[config.mk]
export PLATFORM = sky130hd
export DESIGN_NAME = glyph_text_tokenizer
export DESIGN_NICKNAME = d
export VERILOG_FILES = /design/src/sv/gtt_pkg.sv /design/src/sv/gtt_ctrl.sv /design/src/sv/gtt_dp.sv /design/src/sv/glyph_text_tokenizer.sv
export VERILOG_INCLUDE_DIRS = /design/src /design/src/sv
export SDC_FILE = /design/constraint.sdc
export NUM_CORES = 2
export LEC_CHECK = 0
export ABC_AREA = 1
export BUFFER_PORTS_ARGS = -buffer_cell sky130_fd_sc_hd__buf_2
export CELL_PAD_IN_SITES_DETAIL_PLACEMENT = 0
export CELL_PAD_IN_SITES_GLOBAL_PLACEMENT = 1
export CORE_ASPECT_RATIO = 1.4
export CORE_UTILIZATION = 45
export DETAILED_ROUTE_END_ITERATION = 10
export PLACE_DENSITY_LB_ADDON = 0.1
export SYNTH_ARGS = -nofsm -noshare
export SYNTH_HDL_FRONTEND = slang
export SYNTH_SLANG_ARGS = --single-unit
[constraint.sdc]
create_clock -name clk -period 8.1 [get_ports clk]
set_input_delay 0.405 -clock clk [delete_from_list [all_inputs] [get_ports clk]]
set_output_delay 0.405 -clock clk [all_outputs]
set_load 0.005 [all_outputs]
[src/sv/glyph_text_tokenizer_macros.svh]
// ----------------------------------------------------------------------------
// glyph_text_tokenizer assertion macros
// Concurrent assertion shorthands clocked on clk, disabled while arst_n is low.
// ----------------------------------------------------------------------------
`ifndef GLYPH_TEXT_TOKENIZER_MACROS_SVH
`define GLYPH_TEXT_TOKENIZER_MACROS_SVH

// same-cycle implication
`define GTT_ASSERT_NOW(label, ante, cons, msg) \
	label: assert property (@(posedge clk) disable iff (!arst_n) (ante) |-> (cons)) \
		else $error(msg);

// next-cycle implication
`define GTT_ASSERT_NEXT(label, ante, cons, msg) \
	label: assert property (@(posedge clk) disable iff (!arst_n) (ante) |=> (cons)) \
		else $error(msg);

`endif

[src/sv/gtt_pkg.sv]
// ----------------------------------------------------------------------------
// gtt_pkg
// Shared types, token codes and fraction scaling tables of the glyph text
// tokenizer.
// ----------------------------------------------------------------------------
`default_nettype none

package gtt_pkg;

	localparam int FRAC_DIGITS_MAX = 4;
	localparam int RECIP_SHIFT     = 30;
	localparam longint ONE_SCALED  = 64'd1 << RECIP_SHIFT;

	localparam logic [3:0] TK_ERROR  = 4'd0;
	localparam logic [3:0] TK_GCODE  = 4'd1;
	localparam logic [3:0] TK_EQUAL  = 4'd2;
	localparam logic [3:0] TK_LBRACE = 4'd3;
	localparam logic [3:0] TK_RBRACE = 4'd4;
	localparam logic [3:0] TK_LPAREN = 4'd5;
	localparam logic [3:0] TK_RPAREN = 4'd6;
	localparam logic [3:0] TK_COLON  = 4'd7;
	localparam logic [3:0] TK_COMMA  = 4'd8;
	localparam logic [3:0] TK_GT     = 4'd9;
	localparam logic [3:0] TK_NUMBER = 4'd10;
	localparam logic [3:0] TK_END    = 4'd11;

	localparam logic [7:0] CH_TAB    = 8'h09;
	localparam logic [7:0] CH_NL     = 8'h0A;
	localparam logic [7:0] CH_SPACE  = 8'h20;
	localparam logic [7:0] CH_AT     = 8'h40;
	localparam logic [7:0] CH_EQUAL  = 8'h3D;
	localparam logic [7:0] CH_LBRACE = 8'h7B;
	localparam logic [7:0] CH_RBRACE = 8'h7D;
	localparam logic [7:0] CH_LPAREN = 8'h28;
	localparam logic [7:0] CH_RPAREN = 8'h29;
	localparam logic [7:0] CH_COLON  = 8'h3A;
	localparam logic [7:0] CH_COMMA  = 8'h2C;
	localparam logic [7:0] CH_GT     = 8'h3E;
	localparam logic [7:0] CH_PLUS   = 8'h2B;
	localparam logic [7:0] CH_MINUS  = 8'h2D;
	localparam logic [7:0] CH_POINT  = 8'h2E;
	localparam logic [7:0] CH_ZERO   = 8'h30;
	localparam logic [7:0] CH_NINE   = 8'h39;
	localparam logic [7:0] CH_UPPER_A = 8'h41;
	localparam logic [7:0] CH_UPPER_F = 8'h46;

	typedef struct packed {
		logic [7:0] char_byte;
		logic       end_of_input;
	} char_item_t;

	typedef struct packed {
		logic [3:0]         token_kind;
		logic [31:0]        code_value;
		logic signed [31:0] number_value;
		logic               last;
	} tok_item_t;

	typedef struct packed {
		logic capture;
		logic mul_en;
		logic qp_en;
		logic fix_en;
		logic load_out;
		logic out_second;
	} gtt_cmd_t;

	typedef struct packed {
		logic dec_tok;
		logic dec_num;
		logic tok2_pend;
	} gtt_stat_t;

	function automatic logic [13:0] pow10(input logic [2:0] cnt);
		case (cnt)
			3'd0:    pow10 = 14'd1;
			3'd1:    pow10 = 14'd10;
			3'd2:    pow10 = 14'd100;
			3'd3:    pow10 = 14'd1000;
			3'd4:    pow10 = 14'd10000;
			default: pow10 = 14'd1;
		endcase
	endfunction

	// floor(2^RECIP_SHIFT / 10^cnt)
	function automatic logic [30:0] recip10(input logic [2:0] cnt);
		case (cnt)
			3'd0:    recip10 = 31'(ONE_SCALED);
			3'd1:    recip10 = 31'(ONE_SCALED / 10);
			3'd2:    recip10 = 31'(ONE_SCALED / 100);
			3'd3:    recip10 = 31'(ONE_SCALED / 1000);
			3'd4:    recip10 = 31'(ONE_SCALED / 10000);
			default: recip10 = 31'(ONE_SCALED);
		endcase
	endfunction

endpackage

`default_nettype wire

[src/sv/gtt_ctrl.sv]
// ----------------------------------------------------------------------------
// gtt_ctrl
// Sequencer of the tokenizer: input capture, fraction scaling steps and
// transfer of up to two pending tokens into the output register.
// ----------------------------------------------------------------------------
`default_nettype none

module gtt_ctrl
	import gtt_pkg::*;
(
	input  wire logic      clk,
	input  wire logic      arst_n,
	input  wire logic      char_valid,
	output logic           char_ready,
	output logic           tok_valid,
	input  wire logic      tok_ready,
	input  wire gtt_stat_t stat,
	output gtt_cmd_t       cmd
);

	typedef enum logic [5:0] {
		ST_IDLE  = 6'b000001,
		ST_MUL   = 6'b000010,
		ST_QP    = 6'b000100,
		ST_FIX   = 6'b001000,
		ST_MOVE1 = 6'b010000,
		ST_MOVE2 = 6'b100000
	} state_t;

	state_t state_q, state_d;
	logic   out_valid_q;
	logic   out_free;

	assign out_free   = !out_valid_q || tok_ready;
	assign char_ready = (state_q == ST_IDLE);
	assign tok_valid  = out_valid_q;

	always_comb begin
		state_d        = state_q;
		cmd            = '0;
		cmd.capture    = char_valid && char_ready;
		case (state_q)
			ST_IDLE: begin
				if (cmd.capture) begin
					if (stat.dec_num) begin
						state_d = ST_MUL;
					end else if (stat.dec_tok) begin
						state_d = ST_MOVE1;
					end
				end
			end
			ST_MUL: begin
				cmd.mul_en = 1'b1;
				state_d    = ST_QP;
			end
			ST_QP: begin
				cmd.qp_en = 1'b1;
				state_d   = ST_FIX;
			end
			ST_FIX: begin
				cmd.fix_en = 1'b1;
				state_d    = ST_MOVE1;
			end
			ST_MOVE1: begin
				if (out_free) begin
					cmd.load_out = 1'b1;
					state_d      = stat.tok2_pend ? ST_MOVE2 : ST_IDLE;
				end
			end
			ST_MOVE2: begin
				if (out_free) begin
					cmd.load_out   = 1'b1;
					cmd.out_second = 1'b1;
					state_d        = ST_IDLE;
				end
			end
			default: begin
				state_d = ST_IDLE;
			end
		endcase
	end

	always_ff @(posedge clk or negedge arst_n) begin
		if (!arst_n) begin
			state_q     <= ST_IDLE;
			out_valid_q <= 1'b0;
		end else begin
			state_q <= state_d;
			if (cmd.load_out) begin
				out_valid_q <= 1'b1;
			end else if (tok_ready) begin
				out_valid_q <= 1'b0;
			end
		end
	end

endmodule

`default_nettype wire

[src/sv/gtt_dp.sv]
// ----------------------------------------------------------------------------
// gtt_dp
// Lexer state, byte decode, pending token store, Q16.16 fraction scaler
// (reciprocal multiply with one correction step) and output register.
// ----------------------------------------------------------------------------
`default_nettype none

module gtt_dp
	import gtt_pkg::*;
(
	input  wire logic       clk,
	input  wire logic       arst_n,
	input  wire char_item_t char_data,
	input  wire gtt_cmd_t   cmd,
	output gtt_stat_t       stat,
	output tok_item_t       tok_data
);

	typedef enum logic [1:0] {
		MODE_IDLE = 2'd0,
		MODE_AT   = 2'd1,
		MODE_HEX  = 2'd2,
		MODE_NUM  = 2'd3
	} mode_t;

	mode_t       mode_q, mode_d;
	logic        neg_q, neg_d;
	logic [14:0] whole_q, whole_d;
	logic [13:0] frac_q, frac_d;
	logic [2:0]  cnt_q, cnt_d;
	logic        infrac_q, infrac_d;
	logic [31:0] hex_q, hex_d;

	logic [7:0]  c;
	logic        is_dig, is_hex, run_idle;
	logic [3:0]  dig_val, hex_val;
	logic [18:0] whole_ext;
	logic [17:0] frac_ext;
	logic        t1_valid, t2_valid, idle_valid;
	logic [3:0]  t1_kind, t2_kind, idle_kind;

	// pending tokens and number operands
	logic [3:0]  tok1_kind_q, tok2_kind_q;
	logic [31:0] tok1_code_q;
	logic        tok2_valid_q;
	logic        sn_neg_q;
	logic [14:0] sn_whole_q;
	logic [13:0] sn_frac_q;
	logic [2:0]  sn_cnt_q;

	// scaler
	logic [29:0] numer;
	logic [60:0] prod;
	logic [16:0] qest_q;
	logic [30:0] qp_q;
	logic [30:0] rem;
	logic [16:0] qfix;
	logic [31:0] mag;
	logic [31:0] num_val_q;
	tok_item_t   out_q;

	assign c         = char_data.char_byte;
	assign is_dig    = (c inside {[CH_ZERO:CH_NINE]});
	assign is_hex    = is_dig || (c inside {[CH_UPPER_A:CH_UPPER_F]});
	assign dig_val   = c[3:0];
	assign hex_val   = is_dig ? c[3:0] : c[3:0] + 4'd9;
	assign whole_ext = 19'(whole_q) * 19'd10 + 19'(dig_val);
	assign frac_ext  = 18'(frac_q) * 18'd10 + 18'(dig_val);

	always_comb begin
		mode_d     = mode_q;
		neg_d      = neg_q;
		whole_d    = whole_q;
		frac_d     = frac_q;
		cnt_d      = cnt_q;
		infrac_d   = infrac_q;
		hex_d      = hex_q;
		t1_valid   = 1'b0;
		t1_kind    = TK_ERROR;
		t2_valid   = 1'b0;
		t2_kind    = TK_ERROR;
		run_idle   = 1'b0;
		idle_valid = 1'b0;
		idle_kind  = TK_ERROR;

		if (char_data.end_of_input) begin
			case (mode_q)
				MODE_AT: begin
					t1_valid = 1'b1;
					t1_kind  = TK_ERROR;
				end
				MODE_HEX: begin
					t1_valid = 1'b1;
					t1_kind  = TK_GCODE;
				end
				MODE_NUM: begin
					t1_valid = 1'b1;
					t1_kind  = TK_NUMBER;
				end
				default: begin
					t1_valid = 1'b0;
				end
			endcase
			if (t1_valid) begin
				t2_valid = 1'b1;
				t2_kind  = TK_END;
			end else begin
				t1_valid = 1'b1;
				t1_kind  = TK_END;
			end
			mode_d   = MODE_IDLE;
			neg_d    = 1'b0;
			whole_d  = '0;
			frac_d   = '0;
			cnt_d    = '0;
			infrac_d = 1'b0;
			hex_d    = '0;
		end else begin
			case (mode_q)
				MODE_AT: begin
					if (is_hex) begin
						hex_d  = {28'd0, hex_val};
						mode_d = MODE_HEX;
					end else begin
						t1_valid = 1'b1;
						t1_kind  = TK_ERROR;
						mode_d   = MODE_IDLE;
					end
				end
				MODE_HEX: begin
					if (is_hex) begin
						hex_d = {hex_q[27:0], hex_val};
					end else begin
						t1_valid = 1'b1;
						t1_kind  = TK_GCODE;
						mode_d   = MODE_IDLE;
						run_idle = 1'b1;
					end
				end
				MODE_NUM: begin
					if (c == CH_POINT) begin
						if (infrac_q) begin
							t1_valid = 1'b1;
							t1_kind  = TK_ERROR;
							mode_d   = MODE_IDLE;
						end else begin
							infrac_d = 1'b1;
						end
					end else if (is_dig) begin
						if (!infrac_q) begin
							whole_d = (whole_ext > 19'd32767) ? 15'h7FFF : whole_ext[14:0];
						end else if (cnt_q < 3'(FRAC_DIGITS_MAX)) begin
							frac_d = frac_ext[13:0];
							cnt_d  = cnt_q + 3'd1;
						end
					end else begin
						t1_valid = 1'b1;
						t1_kind  = TK_NUMBER;
						mode_d   = MODE_IDLE;
						run_idle = 1'b1;
					end
				end
				default: begin
					run_idle = 1'b1;
				end
			endcase

			if (run_idle) begin
				idle_valid = 1'b1;
				case (c)
					CH_SPACE, CH_TAB, CH_NL: begin
						idle_valid = 1'b0;
					end
					CH_AT: begin
						idle_valid = 1'b0;
						mode_d     = MODE_AT;
						hex_d      = '0;
					end
					CH_EQUAL:  idle_kind = TK_EQUAL;
					CH_LBRACE: idle_kind = TK_LBRACE;
					CH_RBRACE: idle_kind = TK_RBRACE;
					CH_LPAREN: idle_kind = TK_LPAREN;
					CH_RPAREN: idle_kind = TK_RPAREN;
					CH_COLON:  idle_kind = TK_COLON;
					CH_COMMA:  idle_kind = TK_COMMA;
					CH_GT:     idle_kind = TK_GT;
					CH_PLUS, CH_MINUS, CH_POINT: begin
						idle_valid = 1'b0;
						mode_d     = MODE_NUM;
						neg_d      = (c == CH_MINUS);
						whole_d    = '0;
						frac_d     = '0;
						cnt_d      = '0;
						infrac_d   = (c == CH_POINT);
					end
					default: begin
						if (is_dig) begin
							idle_valid = 1'b0;
							mode_d     = MODE_NUM;
							neg_d      = 1'b0;
							whole_d    = 15'(dig_val);
							frac_d     = '0;
							cnt_d      = '0;
							infrac_d   = 1'b0;
						end else begin
							idle_kind = TK_ERROR;
						end
					end
				endcase
				if (idle_valid) begin
					if (t1_valid) begin
						t2_valid = 1'b1;
						t2_kind  = idle_kind;
					end else begin
						t1_valid = 1'b1;
						t1_kind  = idle_kind;
					end
				end
			end
		end
	end

	assign stat.dec_tok   = t1_valid;
	assign stat.dec_num   = t1_valid && (t1_kind == TK_NUMBER);
	assign stat.tok2_pend = tok2_valid_q;

	always_ff @(posedge clk or negedge arst_n) begin
		if (!arst_n) begin
			mode_q       <= MODE_IDLE;
			neg_q        <= 1'b0;
			whole_q      <= '0;
			frac_q       <= '0;
			cnt_q        <= '0;
			infrac_q     <= 1'b0;
			hex_q        <= '0;
			tok2_valid_q <= 1'b0;
		end else if (cmd.capture) begin
			mode_q       <= mode_d;
			neg_q        <= neg_d;
			whole_q      <= whole_d;
			frac_q       <= frac_d;
			cnt_q        <= cnt_d;
			infrac_q     <= infrac_d;
			hex_q        <= hex_d;
			tok2_valid_q <= t2_valid;
		end
	end

	always_ff @(posedge clk) begin
		if (cmd.capture) begin
			tok1_kind_q <= t1_kind;
			tok2_kind_q <= t2_kind;
			tok1_code_q <= (t1_kind == TK_GCODE) ? hex_q : 32'd0;
			sn_neg_q    <= neg_q;
			sn_whole_q  <= whole_q;
			sn_frac_q   <= frac_q;
			sn_cnt_q    <= cnt_q;
		end
	end

	// fraction * 65536 + 10^n / 2, then divided by 10^n
	assign numer = {sn_frac_q, 16'd0} + 30'(pow10(sn_cnt_q) >> 1);
	assign prod  = 61'(numer) * 61'(recip10(sn_cnt_q));
	assign rem   = 31'(numer) - qp_q;
	assign qfix  = qest_q + 17'(rem >= 31'(pow10(sn_cnt_q)));
	assign mag   = {1'b0, sn_whole_q, 16'd0} + 32'(qfix);

	always_ff @(posedge clk) begin
		if (cmd.mul_en) begin
			qest_q <= prod[RECIP_SHIFT +: 17];
		end
		if (cmd.qp_en) begin
			qp_q <= 31'(qest_q) * 31'(pow10(sn_cnt_q));
		end
		if (cmd.fix_en) begin
			if (sn_neg_q) begin
				num_val_q <= 32'd0 - mag;
			end else begin
				num_val_q <= mag[31] ? 32'h7FFF_FFFF : mag;
			end
		end
	end

	always_ff @(posedge clk) begin
		if (cmd.load_out) begin
			if (cmd.out_second) begin
				out_q.token_kind   <= tok2_kind_q;
				out_q.code_value   <= 32'd0;
				out_q.number_value <= 32'sd0;
				out_q.last         <= 1'b1;
			end else begin
				out_q.token_kind   <= tok1_kind_q;
				out_q.code_value   <= tok1_code_q;
				out_q.number_value <= (tok1_kind_q == TK_NUMBER) ? num_val_q : 32'd0;
				out_q.last         <= !tok2_valid_q;
			end
		end
	end

	assign tok_data = out_q;

endmodule

`default_nettype wire

[src/sv/glyph_text_tokenizer.sv]
// Throughput: one byte per cycle while bytes yield no token. A byte with tokens
// holds char_ready low until they are moved into the output register; a number
// first runs the scaling steps (reciprocal multiply, product, correction).
// The output register lets a new byte in while the last token waits for tok_ready.
// Reset: arst_n clears lexer and control state at once; no clearing pass.
// ----------------------------------------------------------------------------
// glyph_text_tokenizer
// Byte-serial lexer for glyph description text: punctuation, '@' hex glyph
// codes and decimal numbers as signed Q16.16, up to two tokens per beat.
// ----------------------------------------------------------------------------
`default_nettype none
`include "glyph_text_tokenizer_macros.svh"

module glyph_text_tokenizer
	import gtt_pkg::*;
(
	input  wire logic       clk,
	input  wire logic       arst_n,
	input  wire logic       char_valid,
	output logic            char_ready,
	input  wire char_item_t char_data,
	output logic            tok_valid,
	input  wire logic       tok_ready,
	output tok_item_t       tok_data
);

	gtt_cmd_t  cmd;
	gtt_stat_t stat;

	gtt_ctrl u_ctrl (
		.clk        (clk),
		.arst_n     (arst_n),
		.char_valid (char_valid),
		.char_ready (char_ready),
		.tok_valid  (tok_valid),
		.tok_ready  (tok_ready),
		.stat       (stat),
		.cmd        (cmd)
	);

	gtt_dp u_dp (
		.clk       (clk),
		.arst_n    (arst_n),
		.char_data (char_data),
		.cmd       (cmd),
		.stat      (stat),
		.tok_data  (tok_data)
	);

	`GTT_ASSERT_NOW(a_end_is_last, tok_valid && tok_data.token_kind == TK_END, tok_data.last, "end token without last")
	`GTT_ASSERT_NOW(a_code_zero, tok_valid && tok_data.token_kind != TK_GCODE, tok_data.code_value == 32'd0, "code value on non-glyph token")
	`GTT_ASSERT_NOW(a_num_zero, tok_valid && tok_data.token_kind != TK_NUMBER, tok_data.number_value == 32'sd0, "number value on non-number token")
	`GTT_ASSERT_NEXT(a_end_busy, char_valid && char_ready && char_data.end_of_input, !char_ready, "end beat did not produce tokens")

endmodule

`default_nettype wire

# Word level (Yosys, flattened, before mapping)
# Cells that the tools add are included.
# totals
ff_bits	298
out_inout_bits	71
word_cells	217
in_bits	13
# op_classes
mux	115
mul	4
n_eq_ne	36
order_cmp	7
bitwise_logic	1
reduce_logical	21
n_addsub	9
# ops
cell	count
32-bit two-way mux	7
14-bit two-way mux	9
31-bit one-hot mux with 4 select lines	1
15-bit two-way mux	8
8-bit by 6-bit equality test with 1-bit output (second input constant)	10
69-bit two-way mux	1
32-bit one-hot mux with 2 select lines	1
14-bit one-hot mux with 4 select lines	1
4-bit two-way mux	13
30-bit by 31-bit multiplier with 47-bit output	1
6-bit two-way mux	6
6-bit one-hot mux with 6 select lines	1
1-bit two-way mux	35
31-bit by 17-bit adder with 32-bit output	1
4-bit one-hot mux with 8 select lines	1
1-bit by 32-bit subtractor with 32-bit output (first input constant)	1
31-bit by 14-bit greater-or-equal comparator with 1-bit output	1
17-bit by 14-bit multiplier with 31-bit output	1
31-bit two-way mux	1
30-bit by 31-bit subtractor with 31-bit output	1
30-bit by 13-bit adder with 30-bit output	1
15-bit one-hot mux with 2 select lines	1
14-bit one-hot mux with 2 select lines	1
8-bit by 7-bit equality test with 1-bit output (second input constant)	3
50 further kinds	86

# Logic depth before layout (Yosys ltp)
# logic_depth
depth_word	16
depth_mapped	56
ltp_nobuf	55

# Hierarchy
# Synthesis repeated with hierarchy kept, for this count alone.
# unflattened
cells_unflattened	4791
hier_area_um2	41343.4
# modules_own_cells
module	cells_per_inst	area_each_um2	seq_area_each_um2	n_inst
gtt_dp	4726	40898.0	8393.0	1
gtt_ctrl	65	445.4	176.4	1

# Worst setup path after synthesis
# Ideal clock, no wire load.
# synth_path
kind	register to register
start	register u_dp.sn_cnt_q[0]
end	register u_dp.qest_q[13] (data pin)
synth_period_minus_slack_ns	7.596
setup_ns	0.259
arrival_time_ns	7.337
t_required_ns	7.841
path_stages_with_launch	34
slack_ns	0.504
cell_sequence	edfxtp_1 inv_2 nand3_1 inv_2 nor2_2 inv_2 nor2_1 nor2_1 ha_1 inv_1 fa_1 fa_1 fa_1 inv_1 fa_1 inv_1 fa_1 inv_1 fa_1 fa_1 ha_1 nand2_1 nor2_1 inv_1 nor2_1 inv_1 nor3_1 nand4_1 nand3_1 nand3_1 nand2_1 nand2_1 nand2_1 xor2_1
# synth_between
elab_chain_len	4
word_cells_on_any_way	8
classes_between	add/sub (1); mul (1); eq/ne (4); mux (2)
# synth_lines
element	line_no	rtl
from (decl)	gtt_dp.sv:49	logic [2:0] sn_cnt_q;
from (signal assigned)	gtt_dp.sv:257	sn_cnt_q <= cnt_q;
3-bit equality test (tied with other cells)	gtt_pkg.sv:75, gtt_pkg.sv:87	
14-bit one-hot mux with 4 select lines	gtt_pkg.sv:75	case (cnt)
30-bit by 13-bit adder with 30-bit output	gtt_dp.sv:262	assign numer = {sn_frac_q, 16'd0} + 30'(pow10(sn_cnt_q) >> 1);
30-bit by 31-bit multiplier with 47-bit output (*)	gtt_dp.sv:263	assign prod = 61'(numer) * 61'(recip10(sn_cnt_q));
via u_dp.prod[43]	gtt_dp.sv:53	logic [60:0] prod;
to (signal assigned)	gtt_dp.sv:270	qest_q <= prod[RECIP_SHIFT +: 17];
to (decl)	gtt_dp.sv:54	logic [16:0] qest_q;
# Mark *: on every way through the listed nets, which the timed path passes. The rest lies on a longest branch.
# A chain may end at the register's enable or synchronous reset.

# Worst setup path in the final report
# layout_path
start	register u_dp.sn_cnt_q[2]
end	register u_dp.qest_q[15] (data pin)
# The elaborated chain is that of the path after synthesis.

==> impl_metrics.prom <==
# TYPE chip_impl_metric gauge
chip_impl_info{name="outcome",value="finished clean"} 1
chip_impl_metric{name="number_of_global_route_vias_before_repair",unit=""} 34700
chip_impl_metric{name="synthesis.area_per_instance",unit="sq um"} 8.60
chip_impl_metric{name="detailroute.via_count",unit=""} 32100
chip_impl_info{name="worstSetupStartpointType",value="flop"} 1
chip_impl_metric{name="detail_route.vias_per_cell",unit=""} 5.08
chip_impl_metric{name="drc",unit=""} 0
chip_impl_metric{name="portBuffers",unit=""} 83
chip_impl_info{name="netlist_top_cells_area",value="sky130_fd_sc_hd__fa_1 (26%), sky130_fd_sc_hd__edfxtp_1 (16%), sky130_fd_sc_hd__ha_1 (16%)"} 1
chip_impl_metric{name="initial_antenna_violation_count",unit=""} 0
chip_impl_metric{name="fp.coreArea",unit="sq um"} 91500
chip_impl_metric{name="cts_inserted_buffers",unit=""} 30
chip_impl_metric{name="cp.required",unit="ps"} 8430
chip_impl_metric{name="place_area",unit="sq um"} 44500
chip_impl_metric{name="multi_input_comb_area",unit="sq um"} 28800
chip_impl_info{name="gate_family_responsible_for_the_most_delay_along_the_worst_path",value="adder cells"} 1
chip_impl_metric{name="dieHeight",unit="um"} 362
chip_impl_metric{name="grt_max_degree",unit=""} 84
chip_impl_metric{name="max_stage_delay",unit="ps"} 590
chip_impl_metric{name="cp.buffers_inverters",unit=""} 6
chip_impl_metric{name="setup_viol_count_final",unit=""} 0
chip_impl_metric{name="area.growth.synth_to_final",unit="%"} 9.50
chip_impl_metric{name="fin_worst_skew",unit="ps"} 16.6
chip_impl_metric{name="floorplan.die_area",unit="sq um"} 93900
chip_impl_info{name="tritoncts_clock_tree",value="done"} 1
chip_impl_info{name="cts_root_buffer",value="sky130_fd_sc_hd__clkbuf_16"} 1
chip_impl_metric{name="synth-async-reset-ratio",unit="%"} 25.5
chip_impl_metric{name="wire_length_of_the_first_global_routing_pass",unit="mm"} 199
chip_impl_metric{name="drt-wirelength-per-cell",unit="um"} 19.9
chip_impl_metric{name="floorplan.rows",unit=""} 131
chip_impl_metric{name="detailedRoute.firstPassIterationCount",unit=""} 5
chip_impl_metric{name="synth_seq_cells",unit=""} 298
chip_impl_metric{name="layout.nets",unit=""} 6178
chip_impl_metric{name="worstPathMaxFanout",unit=""} 10
chip_impl_info{name="worst_path_most_repeated_cell",value="sky130_fd_sc_hd__fa_1"} 1
chip_impl_metric{name="yosysWarnings",unit=""} 0
chip_impl_metric{name="clkTransAtPathRegs",unit="ps"} 70
chip_impl_metric{name="min_period",unit="ps"} 7830
chip_impl_info{name="ys.flop_type",value="sky130_fd_sc_hd__edfxtp_1"} 1
chip_impl_metric{name="slew_headroom",unit="%"} 23.4
chip_impl_metric{name="groute.usage.overall",unit="%"} 27.8
chip_impl_metric{name="fill_cells",unit=""} 9095
chip_impl_metric{name="setup.reg_to_reg.worst_slack",unit="ps"} 270
chip_impl_metric{name="die-width",unit="um"} 259
chip_impl_metric{name="yosys.area.top_type_share",unit="%"} 26.1
chip_impl_info{name="timing.critical_path.to_type",value="flop"} 1
chip_impl_metric{name="dpl.hpwl",unit="mm"} 107
chip_impl_metric{name="cts_htree_levels",unit=""} 1
chip_impl_metric{name="number_of_clock_sinks_seen_by_cts",unit=""} 298
chip_impl_metric{name="ioPinCount",unit=""} 84
chip_impl_metric{name="drt_wl_total",unit="mm"} 126
chip_impl_metric{name="drive_above_1_share",unit="%"} 7.98
chip_impl_metric{name="yosys.cell_types.count",unit=""} 66
chip_impl_metric{name="syn-instance-count",unit=""} 4848
chip_impl_metric{name="hold_viol_final",unit=""} 0
chip_impl_metric{name="register_area",unit="sq um"} 8570
chip_impl_info{name="yosysTopAreaCell",value="sky130_fd_sc_hd__fa_1"} 1
chip_impl_info{name="worstSetupPathType",value="reg -> reg"} 1
chip_impl_metric{name="globalRoute.totalOverflow",unit=""} 0
chip_impl_info{name="cp_slowest_cell",value="sky130_fd_sc_hd__fa_1"} 1
chip_impl_metric{name="fraction_of_the_yosys_area_taken_by_sequential_cells",unit="%"} 20.6
chip_impl_metric{name="fin_hold_ws",unit="ps"} 202
chip_impl_metric{name="report.final.slew_viol_count",unit=""} 0
chip_impl_info{name="worstHoldPathType",value="in -> reg"} 1
chip_impl_metric{name="number_of_antenna_cells_inserted",unit=""} 0
chip_impl_metric{name="fmax",unit="MHz"} 128
chip_impl_metric{name="final_ant_viol_nets",unit=""} 0
chip_impl_metric{name="synth_enable_flop_cells",unit=""} 222
chip_impl_metric{name="initial_utilization",unit="%"} 45.6
chip_impl_metric{name="maxCapViolCount",unit=""} 0
chip_impl_metric{name="design_area",unit="sq um"} 45600
chip_impl_metric{name="clk_path_buf_depth",unit=""} 3
chip_impl_metric{name="tightest_slew",unit="ps"} 1150
chip_impl_metric{name="gpl.final_weighted_congestion",unit=""} 0.978
chip_impl_metric{name="clkLatencyLatePin",unit="ps"} 590
chip_impl_metric{name="post-route-period-util",unit="%"} 96.7
chip_impl_metric{name="syn_area",unit="sq um"} 41700
chip_impl_metric{name="drt_iter0_markers",unit=""} 1584
chip_impl_metric{name="critical_path_arrival",unit="ps"} 8160
[worst reg2reg max path: cells and delay by family (launching register included)]
kind	cells	cell delay, ps
buf+inv	6	840
xor+xnor	1	100
compound gates	5	1160
fa+ha+maj	9	4290
simple gates	4	790
flops	1	410
[Yosys cell counts, types with 37 or more instances]
master,n
sky130_fd_sc_hd__o22ai_1,69
sky130_fd_sc_hd__a21oi_1,180
sky130_fd_sc_hd__xor2_1,100
sky130_fd_sc_hd__ha_1,522
sky130_fd_sc_hd__fa_1,544
sky130_fd_sc_hd__xnor2_1,47
sky130_fd_sc_hd__dfrtp_1,75
sky130_fd_sc_hd__nand4_1,64
sky130_fd_sc_hd__o21ai_0,157
sky130_fd_sc_hd__clkbuf_1,60
sky130_fd_sc_hd__nor3_1,37
sky130_fd_sc_hd__nor2_1,560
sky130_fd_sc_hd__inv_1,1142
sky130_fd_sc_hd__nand2_1,630
sky130_fd_sc_hd__nand3_1,131
sky130_fd_sc_hd__edfxtp_1,222
[final cells by class]
class,instances,share of cell area [%]
well taps,1197,3.28
repair buffers,193,2.73
multi-input cells,3382,63.1
inverters,1194,9.83
flip-flops and latches,298,18.8
clock inverters,21,0.526
clock buffers,35,1.75
[routing by layer]
layer  GRT usage [%]  vias up  share of wire [%]
met2            53.1      613                 54
li1                -    15500                  -
met5               0        -                  0
met4            11.2        0                4.8
met3            1.64      207                2.8
met1            31.9    15800                 39
[worst paths after layout]
check	from	to	cells past startpoint
max	u_dp.sn_cnt_q[2]	u_dp.qest_q[15]	25
min	char_valid	u_ctrl.state_q[0]	4
max reg2reg	u_dp.sn_cnt_q[2]	u_dp.qest_q[15]	25
min reg2reg	u_dp.neg_q	u_dp.sn_neg_q	0
max in group asynchronous	arst_n	u_dp.whole_q[11]	3
min in group asynchronous	arst_n	u_dp.hex_q[20]	2
[cells in the final DEF (no fill, tap or decap), types with 5 or more instances in the layout]
cell and instances:
sky130_fd_sc_hd__a21o_1 6, sky130_fd_sc_hd__a21oi_1 179, sky130_fd_sc_hd__a31oi_1 24, sky130_fd_sc_hd__buf_2 82
sky130_fd_sc_hd__buf_4 110, sky130_fd_sc_hd__clkbuf_16 30, sky130_fd_sc_hd__clkinv_1 16, sky130_fd_sc_hd__clkinv_2 7
sky130_fd_sc_hd__conb_1 114, sky130_fd_sc_hd__dfrtp_1 75, sky130_fd_sc_hd__edfxtp_1 222, sky130_fd_sc_hd__fa_1 544
sky130_fd_sc_hd__ha_1 519, sky130_fd_sc_hd__inv_1 1141, sky130_fd_sc_hd__inv_2 36, sky130_fd_sc_hd__nand2_1 630
sky130_fd_sc_hd__nand2_2 12, sky130_fd_sc_hd__nand3_1 129, sky130_fd_sc_hd__nand3_2 5, sky130_fd_sc_hd__nand3b_1 11
sky130_fd_sc_hd__nand4_1 64, sky130_fd_sc_hd__nor2_1 549, sky130_fd_sc_hd__nor2_2 41, sky130_fd_sc_hd__nor2_4 18
sky130_fd_sc_hd__nor3_1 32, sky130_fd_sc_hd__nor3_2 11, sky130_fd_sc_hd__nor4_1 11, sky130_fd_sc_hd__o211ai_1 9
sky130_fd_sc_hd__o21a_1 6, sky130_fd_sc_hd__o21ai_0 157, sky130_fd_sc_hd__o21ai_1 22, sky130_fd_sc_hd__o21bai_1 9
sky130_fd_sc_hd__o22ai_1 69, sky130_fd_sc_hd__or2_2 14, sky130_fd_sc_hd__xnor2_1 47, sky130_fd_sc_hd__xor2_1 99
[what timing repair did]
| action | CTS | global route |
|---|---|---|
| endpoints found under the setup margin | 0 | 16 |
| hold buffers | 1 | 0 |
| setup buffers | 0 | 1 |
| hold endpoints to repair | 23 | 0 |
| gates resized for setup | 0 | 22 |
[flip-flops by register name, summed over array words and instances (netlist names), 2 cells and up]
register,count
u_ctrl.state_q,6
u_dp.cnt_q,3
u_dp.frac_q,14
u_dp.hex_q,32
u_dp.mode_q,2
u_dp.num_val_q,32
u_dp.qest_q,17
u_dp.qp_q,31
u_dp.sn_cnt_q,3
u_dp.sn_frac_q,14
u_dp.sn_whole_q,15
u_dp.tok1_code_q,32
u_dp.tok1_kind_q,4
u_dp.tok2_kind_q,4
u_dp.tok_data,69
u_dp.whole_q,15
[metrics by stage]
stage               util [%]  std cells  setup TNS, ps  setup WS (ps)
finish                  49.9       6320              0            269
global route            49.9       6320          -5.70          -3.98
global placement        48.6       6262              0            135
CTS                     49.8       6319              0            112
detailed placement      48.6       6262              0            151
floorplan                  -       4960              0            504
[cell families after synthesis]
kind of cell	Yosys count	synth area share [%]
buffers and inverters	1280	11.6
XOR/XNOR	148	3.13
other	2	0.0180
multiplexers	1	0.0270
adder cells (fa/ha/maj)	1066	41.8
flip-flops	298	20.6
AND/OR/NAND/NOR	1540	15.9
AO/OA/AOI/OAI	513	6.87
Power is not shown: default switching activity piles up to over one toggle a cycle in this logic, so the estimate is an artifact.
